--- src/rtl/core/fifo_handoff_mutex_unit_defines.svh ---
// assertion macros shared by the lock unit rtl
// depends on nothing; users must have clock and reset in scope
`ifndef FIFO_HANDOFF_MUTEX_UNIT_DEFINES_SVH
`define FIFO_HANDOFF_MUTEX_UNIT_DEFINES_SVH

// same-cycle implication, disabled during reset
`define FHM_ASSERT_NOW(label, ante, cons, msg) \
   label: assert property (@(posedge clock) disable iff (reset) (ante) |-> (cons)) \
      else $error(msg);

// next-cycle implication, disabled during reset
`define FHM_ASSERT_NEXT(label, ante, cons, msg) \
   label: assert property (@(posedge clock) disable iff (reset) (ante) |=> (cons)) \
      else $error(msg);

`endif

--- src/rtl/core/fhm_pkg.sv ---
// types and codes for the fifo handoff lock unit
// depends on nothing
package fhm_pkg;

   localparam int ID_BITS     = 16;
   localparam int OP_BITS     = 2;
   localparam int STATUS_BITS = 4;
   localparam int WAIT_BITS   = 5;

   typedef enum logic [OP_BITS-1:0] {
      OP_LOCK   = 2'd0,
      OP_UNLOCK = 2'd1,
      OP_TRY    = 2'd2
   } op_type;

   typedef enum logic [STATUS_BITS-1:0] {
      ST_GRANTED     = 4'd0,
      ST_QUEUED      = 4'd1,
      ST_RECURSION   = 4'd2,
      ST_QUEUE_FULL  = 4'd3,
      ST_RELEASED    = 4'd4,
      ST_HANDED_OVER = 4'd5,
      ST_NOT_LOCKED  = 4'd6,
      ST_NOT_OWNER   = 4'd7,
      ST_BUSY        = 4'd8
   } status_type;

   typedef struct packed {
      logic [OP_BITS-1:0] op;
      logic [ID_BITS-1:0] task_id;
   } req_type;

   typedef struct packed {
      status_type           status;
      logic [ID_BITS-1:0]   woken_id;
      logic                 is_locked;
      logic [ID_BITS-1:0]   owner_id;
      logic [WAIT_BITS-1:0] waiter_count;
   } rsp_type;

   typedef struct packed {
      logic push;
      logic pop;
   } q_cmd_type;

endpackage

--- src/rtl/core/fhm_queue.sv ---
// waiter fifo: id memory, head/tail pointers, fill count, registered head read
// depends on fhm_pkg and fifo_handoff_mutex_unit_defines.svh
`include "fifo_handoff_mutex_unit_defines.svh"

module fhm_queue #(
   parameter int QUEUE_DEPTH = 16
) (
   input  logic                                     clock,
   input  logic                                     reset,
   input  fhm_pkg::q_cmd_type                       cmd,
   input  logic [fhm_pkg::ID_BITS-1:0]              push_id,
   output logic [$clog2(QUEUE_DEPTH+1)-1:0]         count,
   output logic [fhm_pkg::ID_BITS-1:0]              head_data
);
   import fhm_pkg::*;

   localparam int PW = $clog2(QUEUE_DEPTH);
   localparam int CW = $clog2(QUEUE_DEPTH + 1);

   logic [ID_BITS-1:0] mem [QUEUE_DEPTH];
   logic [PW-1:0]      head_ff, head_in;
   logic [PW-1:0]      tail_ff, tail_in;
   logic [CW-1:0]      count_ff, count_in;
   logic [ID_BITS-1:0] rd_data_ff;

   function automatic logic [PW-1:0] next_slot(input logic [PW-1:0] p);
      next_slot = (p == PW'(QUEUE_DEPTH - 1)) ? '0 : p + 1'b1;
   endfunction

   always_comb begin
      head_in  = cmd.pop  ? next_slot(head_ff) : head_ff;
      tail_in  = cmd.push ? next_slot(tail_ff) : tail_ff;
      count_in = count_ff;
      if (cmd.push) begin
         count_in = count_ff + 1'b1;
      end else if (cmd.pop) begin
         count_in = count_ff - 1'b1;
      end
   end

   always_ff @(posedge clock) begin
      if (reset) begin
         head_ff  <= '0;
         tail_ff  <= '0;
         count_ff <= '0;
      end else begin
         head_ff  <= head_in;
         tail_ff  <= tail_in;
         count_ff <= count_in;
      end
   end

   // write at tail
   always_ff @(posedge clock) begin
      if (cmd.push) begin
         mem[tail_ff] <= push_id;
      end
   end

   // head entry prefetched at the next head address, bypassed when pushing into an empty queue
   always_ff @(posedge clock) begin
      if (cmd.push && (tail_ff == head_in)) begin
         rd_data_ff <= push_id;
      end else begin
         rd_data_ff <= mem[head_in];
      end
   end

   assign count     = count_ff;
   assign head_data = rd_data_ff;

   `FHM_ASSERT_NOW(a_push_not_full, cmd.push, count_ff < CW'(QUEUE_DEPTH), "push into full queue")
   `FHM_ASSERT_NOW(a_pop_not_empty, cmd.pop, count_ff != '0, "pop from empty queue")
   `FHM_ASSERT_NEXT(a_push_counts, cmd.push, count_ff == $past(count_ff) + 1'b1, "push count slip")

endmodule

--- src/rtl/core/fhm_core.sv ---
// lock decision logic: held flag, owner, queue commands and result register
// depends on fhm_pkg and fifo_handoff_mutex_unit_defines.svh
`include "fifo_handoff_mutex_unit_defines.svh"

module fhm_core #(
   parameter int QUEUE_DEPTH = 16
) (
   input  logic                             clock,
   input  logic                             reset,
   input  logic                             req_valid,
   input  fhm_pkg::req_type                 req,
   input  logic [$clog2(QUEUE_DEPTH+1)-1:0] q_count,
   input  logic [fhm_pkg::ID_BITS-1:0]      q_head,
   output fhm_pkg::q_cmd_type               q_cmd,
   output logic                             rsp_valid,
   output fhm_pkg::rsp_type                 rsp
);
   import fhm_pkg::*;

   localparam int CW = $clog2(QUEUE_DEPTH + 1);

   logic               held_ff, held_in;
   logic [ID_BITS-1:0] owner_ff, owner_in;
   logic               rsp_valid_ff;
   rsp_type            rsp_ff, rsp_in;
   status_type         status;
   logic [ID_BITS-1:0] woken;
   logic [CW-1:0]      count_after;
   logic               q_empty, q_full, recursion, owner_ok;

   always_comb begin
      q_empty   = (q_count == '0);
      q_full    = (q_count >= CW'(QUEUE_DEPTH));
      recursion = (owner_ff == req.task_id) && (req.task_id != '0);
      owner_ok  = (owner_ff == req.task_id) || (owner_ff == '0) || (req.task_id == '0);

      status    = ST_BUSY;
      woken     = '0;
      held_in   = held_ff;
      owner_in  = owner_ff;
      q_cmd     = '0;

      if (req_valid) begin
         case (req.op)
            OP_LOCK: begin
               if (q_empty && !held_ff) begin
                  held_in  = 1'b1;
                  owner_in = req.task_id;
                  status   = ST_GRANTED;
               end else if (recursion) begin
                  status = ST_RECURSION;
               end else if (q_full) begin
                  status = ST_QUEUE_FULL;
               end else begin
                  q_cmd.push = 1'b1;
                  status     = ST_QUEUED;
               end
            end
            OP_UNLOCK: begin
               if (!held_ff) begin
                  status = ST_NOT_LOCKED;
               end else if (!owner_ok) begin
                  status = ST_NOT_OWNER;
               end else if (q_empty) begin
                  held_in  = 1'b0;
                  owner_in = '0;
                  status   = ST_RELEASED;
               end else begin
                  q_cmd.pop = 1'b1;
                  woken     = q_head;
                  owner_in  = q_head;
                  held_in   = 1'b1;
                  status    = ST_HANDED_OVER;
               end
            end
            OP_TRY: begin
               if (recursion) begin
                  status = ST_RECURSION;
               end else if (!q_empty || held_ff) begin
                  status = ST_BUSY;
               end else begin
                  held_in  = 1'b1;
                  owner_in = req.task_id;
                  status   = ST_GRANTED;
               end
            end
            default: begin
               status = ST_BUSY;
            end
         endcase
      end

      count_after = q_count;
      if (q_cmd.push) begin
         count_after = q_count + 1'b1;
      end else if (q_cmd.pop) begin
         count_after = q_count - 1'b1;
      end

      rsp_in.status       = status;
      rsp_in.woken_id     = woken;
      rsp_in.is_locked    = held_in;
      rsp_in.owner_id     = owner_in;
      rsp_in.waiter_count = WAIT_BITS'(count_after);
   end

   always_ff @(posedge clock) begin
      if (reset) begin
         held_ff      <= 1'b0;
         owner_ff     <= '0;
         rsp_valid_ff <= 1'b0;
      end else begin
         held_ff      <= held_in;
         owner_ff     <= owner_in;
         rsp_valid_ff <= req_valid;
      end
   end

   always_ff @(posedge clock) begin
      if (req_valid) begin
         rsp_ff <= rsp_in;
      end
   end

   assign rsp_valid = rsp_valid_ff;
   assign rsp       = rsp_ff;

   `FHM_ASSERT_NEXT(a_one_rsp, req_valid, rsp_valid_ff, "transaction gave no result")
   `FHM_ASSERT_NOW(a_waiters_need_owner, q_count != '0, held_ff, "waiters queued on a free lock")
   `FHM_ASSERT_NOW(a_handover_held, rsp_valid_ff && (rsp_ff.status == ST_HANDED_OVER), held_ff && rsp_ff.is_locked, "handover left lock free")

endmodule

--- src/rtl/core/fifo_handoff_mutex_unit.sv ---
// top level of the fifo handoff lock unit: request register, decision core, waiter queue
// depends on fhm_pkg, fhm_core and fhm_queue
//
// usage
// - request channel: drive req_data {op, task_id} with start high; the transaction is
//   taken at a rising edge where start is high and busy is low
// - busy is high only while reset is asserted, so a new transaction can be taken
//   every cycle
// - ops: lock, unlock, try-lock; op code 3 is ignored and answered with busy status
// - result channel: one result per transaction on rsp_data, marked by rsp_valid for
//   exactly one cycle; the receiver cannot stall, so results never wait
// - result path: the request register takes the transaction at the accepting edge, then
//   the decision logic forms the result and the result register puts it on rsp_data
// - throughput: one transaction per cycle; the held flag, owner and queue pointers
//   update in the same cycle the result is formed, so the next transaction sees them
// - handover: on unlock with waiters, the head waiter id is read from a registered
//   port of the queue memory that is prefetched at the next head address
// - reset: synchronous, active high; lock free, owner 0, queue empty, no result
//   pending; queue memory contents are left as they were
module fifo_handoff_mutex_unit #(
   parameter int QUEUE_DEPTH = 16
) (
   input  logic             clock,
   input  logic             reset,
   input  logic             start,
   output logic             busy,
   input  fhm_pkg::req_type req_data,
   output logic             rsp_valid,
   output fhm_pkg::rsp_type rsp_data
);
   import fhm_pkg::*;

   localparam int CW = $clog2(QUEUE_DEPTH + 1);

   // request register
   logic               req_valid_ff, req_valid_in;
   req_type            req_ff;

   // queue interface
   q_cmd_type          q_cmd;
   logic [CW-1:0]      q_count;
   logic [ID_BITS-1:0] q_head;

   // no back pressure except while in reset
   assign busy         = reset;
   assign req_valid_in = start && !busy;

   always_ff @(posedge clock) begin
      if (reset) begin
         req_valid_ff <= 1'b0;
      end else begin
         req_valid_ff <= req_valid_in;
      end
   end

   // payload register, no reset needed
   always_ff @(posedge clock) begin
      if (req_valid_in) begin
         req_ff <= req_data;
      end
   end

   // decision logic and result register
   fhm_core #(
      .QUEUE_DEPTH (QUEUE_DEPTH)
   ) u_core (
      .clock     (clock),
      .reset     (reset),
      .req_valid (req_valid_ff),
      .req       (req_ff),
      .q_count   (q_count),
      .q_head    (q_head),
      .q_cmd     (q_cmd),
      .rsp_valid (rsp_valid),
      .rsp       (rsp_data)
   );

   // waiter fifo; a push always stores the requesting id
   fhm_queue #(
      .QUEUE_DEPTH (QUEUE_DEPTH)
   ) u_queue (
      .clock     (clock),
      .reset     (reset),
      .cmd       (q_cmd),
      .push_id   (req_ff.task_id),
      .count     (q_count),
      .head_data (q_head)
   );

endmodule

--- config.mk ---
export PLATFORM = sky130hd
export DESIGN_NAME = fifo_handoff_mutex_unit
export DESIGN_NICKNAME = d
export VERILOG_FILES = /design/src/rtl/core/fhm_pkg.sv /design/src/rtl/core/fhm_queue.sv /design/src/rtl/core/fhm_core.sv /design/src/rtl/core/fifo_handoff_mutex_unit.sv
export VERILOG_INCLUDE_DIRS = /design/src /design/src/rtl/core
export SDC_FILE = /design/constraint.sdc
export NUM_CORES = 1
export LEC_CHECK = 0
export ABC_AREA = 1
export BUFFER_PORTS_ARGS = -buffer_cell sky130_fd_sc_hd__buf_4
export CORE_ASPECT_RATIO = 1.5
export CORE_MARGIN = 2
export CORE_UTILIZATION = 40
export CTS_CLUSTER_DIAMETER = 100
export DETAILED_ROUTE_END_ITERATION = 7
export GPL_ROUTABILITY_DRIVEN = 0
export MAX_ROUTING_LAYER = met4
export PLACE_DENSITY_LB_ADDON = 0.2
export SETUP_SLACK_MARGIN = 0.05
export SLEW_MARGIN = 10
export SYNTH_ARGS = -nofsm -noshare
export SYNTH_HDL_FRONTEND = slang
export SYNTH_SLANG_ARGS = --single-unit
--- constraint.sdc ---
create_clock -name clock -period 3.78 [get_ports clock]
set_input_delay 0 -clock clock [delete_from_list [all_inputs] [get_ports clock]]
set_output_delay 0 -clock clock [all_outputs]
set_load 0.05 [all_outputs]
==> impl_metrics.csv <==
group,metric,value,unit
grt,grt_pass1_vias,10500,
clocking,post-cts-setup-buffers,0,
finish,syn_to_final_growth,15.8,%
synthesis,synth_simple_gate_area_share,24.6,%
synthesis,muxShareOfSynthArea,0,%
synthesis,ys_seq_area_share,68.2,%
clocking,h-tree-depth,1,
drt,viasPerCell,5.21,
synthesis,yosysUniqueCellTypes,30,
timing,min_period,3120,ps
timing,finClkSkew,22.3,ps
clocking,cts_resized,0,
synthesis,syn_area,15000,um^2
critical_path,slowest_stage,"edfxtp_1",
drt,wirelength,41600,um
critical_path,cp_data_arrival_time,3390,ps
pwr,total_power,7.75,mW
critical_path,worstPathRequired,4060,ps
floorplanning,core_area,36800,um^2
timing,finalHoldViolCount,0,
synthesis,synth-compound-area-share,2.02,%
floorplanning,die_h,241,um
finish,finish.utilization,47.1,%
synthesis,synthAdderAreaFrac,0.668,%
pwr,comb_power_share,5.6,%
synthesis,synth_top_area_share,63.3,%
timing,rsz0062_at_grt,"false",
drt,dr.first_iter.drc_count,841,
critical_path,crit_top_cell,"nand2_1",
drt,num_vias,10600,
drt,drc,0,
timing,fmax,321,MHz
drt,first_pass_iters,5,
flow_run,cap_violations,0,
pwr,switching_share,22.2,%
outcome,status,"completed",
floorplanning,dieArea,39000,um^2
synthesis,synth_area_leaders,"edfxtp_1 (63%), nand2_1 (12%), nand3_1 (7.7%)",
critical_path,startpoint_type,"flip-flop",
grt,antenna_found_initial,0,
finish,drive_gt1_share,14.3,%
timing,worstMarginPinSlew,1110,ps
timing,maxSlewViolCount,0,
clocking,cts_tree,"yes",
pwr,power.internal,6.03,mW
pwr,power.switching,1.72,mW
synthesis,synth_top_family_by_area,"simple AND/OR/NAND/NOR gates",
critical_path,critPathMaxStageDelay,620,ps
placement,hpwl,27100,um
pwr,leakage,6.73,nW
grt,grt_first_pass_wirelength,62600,um
synthesis,synth.net_count,1456,
floorplanning,rows,86,
drt,drtAntennaViolNets,0,
finish,final_area,17400,um^2
critical_path,crit_chain,"inv_1, nand2_1, nand2_1, nor2_1, nand2_1, nor2_2, nand3_2, nand2_1, inv_1, nand2_4, inv_2, nand2_1, nor2_2, buf_4",
pwr,p_clk_share,38.4,%
critical_path,worstSetupPathType,"reg -> reg",
timing,setup-tns-final,0,ps
clocking,path_clk_slew,70,ps
clocking,clk_latency,590,ps
drt,wl_per_cell,20.4,um
synthesis,synthXorXnorAreaFrac,0.351,%
pwr,seqPwrFrac,56.0,%
floorplanning,ioPinCount,65,
synthesis,synth_seq_cells,352,
hold_path,hold_class,"in -> reg",
critical_path,cp_num_buf_inv,4,
timing,fin_crit_sh,82.4,%
critical_path,crit_family,"simple AND/OR/NAND/NOR gates",
synthesis,ys_warn_count,0,
pwr,ir_drop,0.000389,V
critical_path,critPathMaxFanout,18,
timing,setup_violations,0,
placement,place_area,16200,um^2
floorplanning,initial_core_util,40.7,%
pwr,p_per_area,447,nW/um^2
clocking,cts_buffers,31,
synthesis,synth_top_area_cell,"edfxtp_1",
clocking,cts_hold_buf,21,
synthesis,synth_cells,1427,
clocking,clkSinkCount,352,
critical_path,end_kind,"flip-flop",
floorplanning,die_x,162,um
placement,io_buffers,64,
grt,grtUsageTotal,22.1,%
grt,grt_overflow_total,0,
grt,grt_max_degree,131,
finish,nets,1560,
clocking,clockBufferDepth,3,
clocking,cts_root_buf,"clkbuf_16",
synthesis,avgSynthCellArea,10.5,um^2
finish,num_antenna_cells,0,
timing,slew_headroom,25.6,%
## synth_stat cells (all sizes together)
cell type	n
nand4	14
xor2	6
a21oi	30
nor3	13
inv	82
nand2	507
ha	8
buf	41
nand3	233
nor2	88
nand3b	3
o21ai	23
edfxtp	316
o21a	1
clkbuf	24
o211ai	2
dfxtp	36
## worst paths after layout
check                                   startpoint                 to  slack (ps)  cells after the start
worst max-delay path                    req_ff[14]  u_queue.mem[1][5]         660                     14
worst min-delay path                  req_data[16]         req_ff[16]         150                      2
worst max register to register          req_ff[14]  u_queue.mem[1][5]         660                     14
worst min register to register  u_queue.head_ff[1]          flip-flop         510                      2
## metrics by stage
| step | hold WS [ps] | cells | setup slack (ps) |
|---|---|---|---|
| floorplan | 98.9 | 1427 | 685 |
| global placement | 180 | 1961 | 680 |
| detailed placement | 180 | 1961 | 639 |
| CTS | 129 | 2040 | 623 |
| global route | 153 | 2040 | 434 |
| finish | 154 | 2040 | 664 |
## power by group through the flow
stage,sequential (mW),clock (mW),combinational [mW]
3_5_place_dp,4.43,0,0.416
6_report,4.34,2.98,0.433
5_1_grt,4.34,3.16,0.468
4_1_cts,4.34,3.03,0.435
3_3_place_gp,4.42,0,0.416
2_1_floorplan,4.51,0,0.162
## area by class of cell
type                    count  area (um^2)
clock buffers              50          887
clock inverters             8         46.3
repair buffers            136         1100
well taps                 484          606
flip-flops and latches    352        10200
fillers                  3443        19400
multi-input cells         928         4190
inverters                  82          312
## layer usage
metal,GRT usage (%),part of all wire [%],up-vias
met1,25.0,39,5169
met3,1.72,3.7,100
met5,-,0,-
met4,10.4,4.8,0
met2,39.7,53,303
li1,-,-,5047
## state kept, by name, summed over array words and instances (netlist names), named ones only
signal,flops
req_ff,18
req_valid_ff,1
u_core.held_ff,1
u_core.owner_ff,16
u_core.rsp,42
u_core.rsp_valid,1
u_queue.count,5
u_queue.head_ff,4
u_queue.mem,256
u_queue.tail_ff,4
## placed cells by master, fill, tap and decap left out, types with 9 or more instances in the layout
master / n
o21ai_0: 20
a21oi_1: 26
nor3_1: 9
nor2_2: 24
nand3_1: 230
nor2_1: 62
edfxtp_1: 316
dfxtp_1: 33
clkbuf_1: 15
dlygate4sd3_1: 21
nand4_1: 14
clkbuf_16: 31
inv_2: 13
inv_1: 67
nand2_1: 497
buf_4: 113
## worst reg2reg max path, delay by kind of cell (launching register included)
| family | cells | cell delay (ps) |
|---|---|---|
| AND/OR/NAND/NOR | 10 | 1430 |
| buffers and inverters | 4 | 760 |
| flip-flops | 1 | 620 |
## cell families (layout without fill, tap and decap cells)
kind of cell    after synthesis  after routing
compound gates               56             56
xor+xnor                      6              6
fa+ha+maj                     8              8
buf+inv                     147            276
flops                       352            352
simple gates                858            858
No activity file was read; power rests on OpenSTA's default activity.
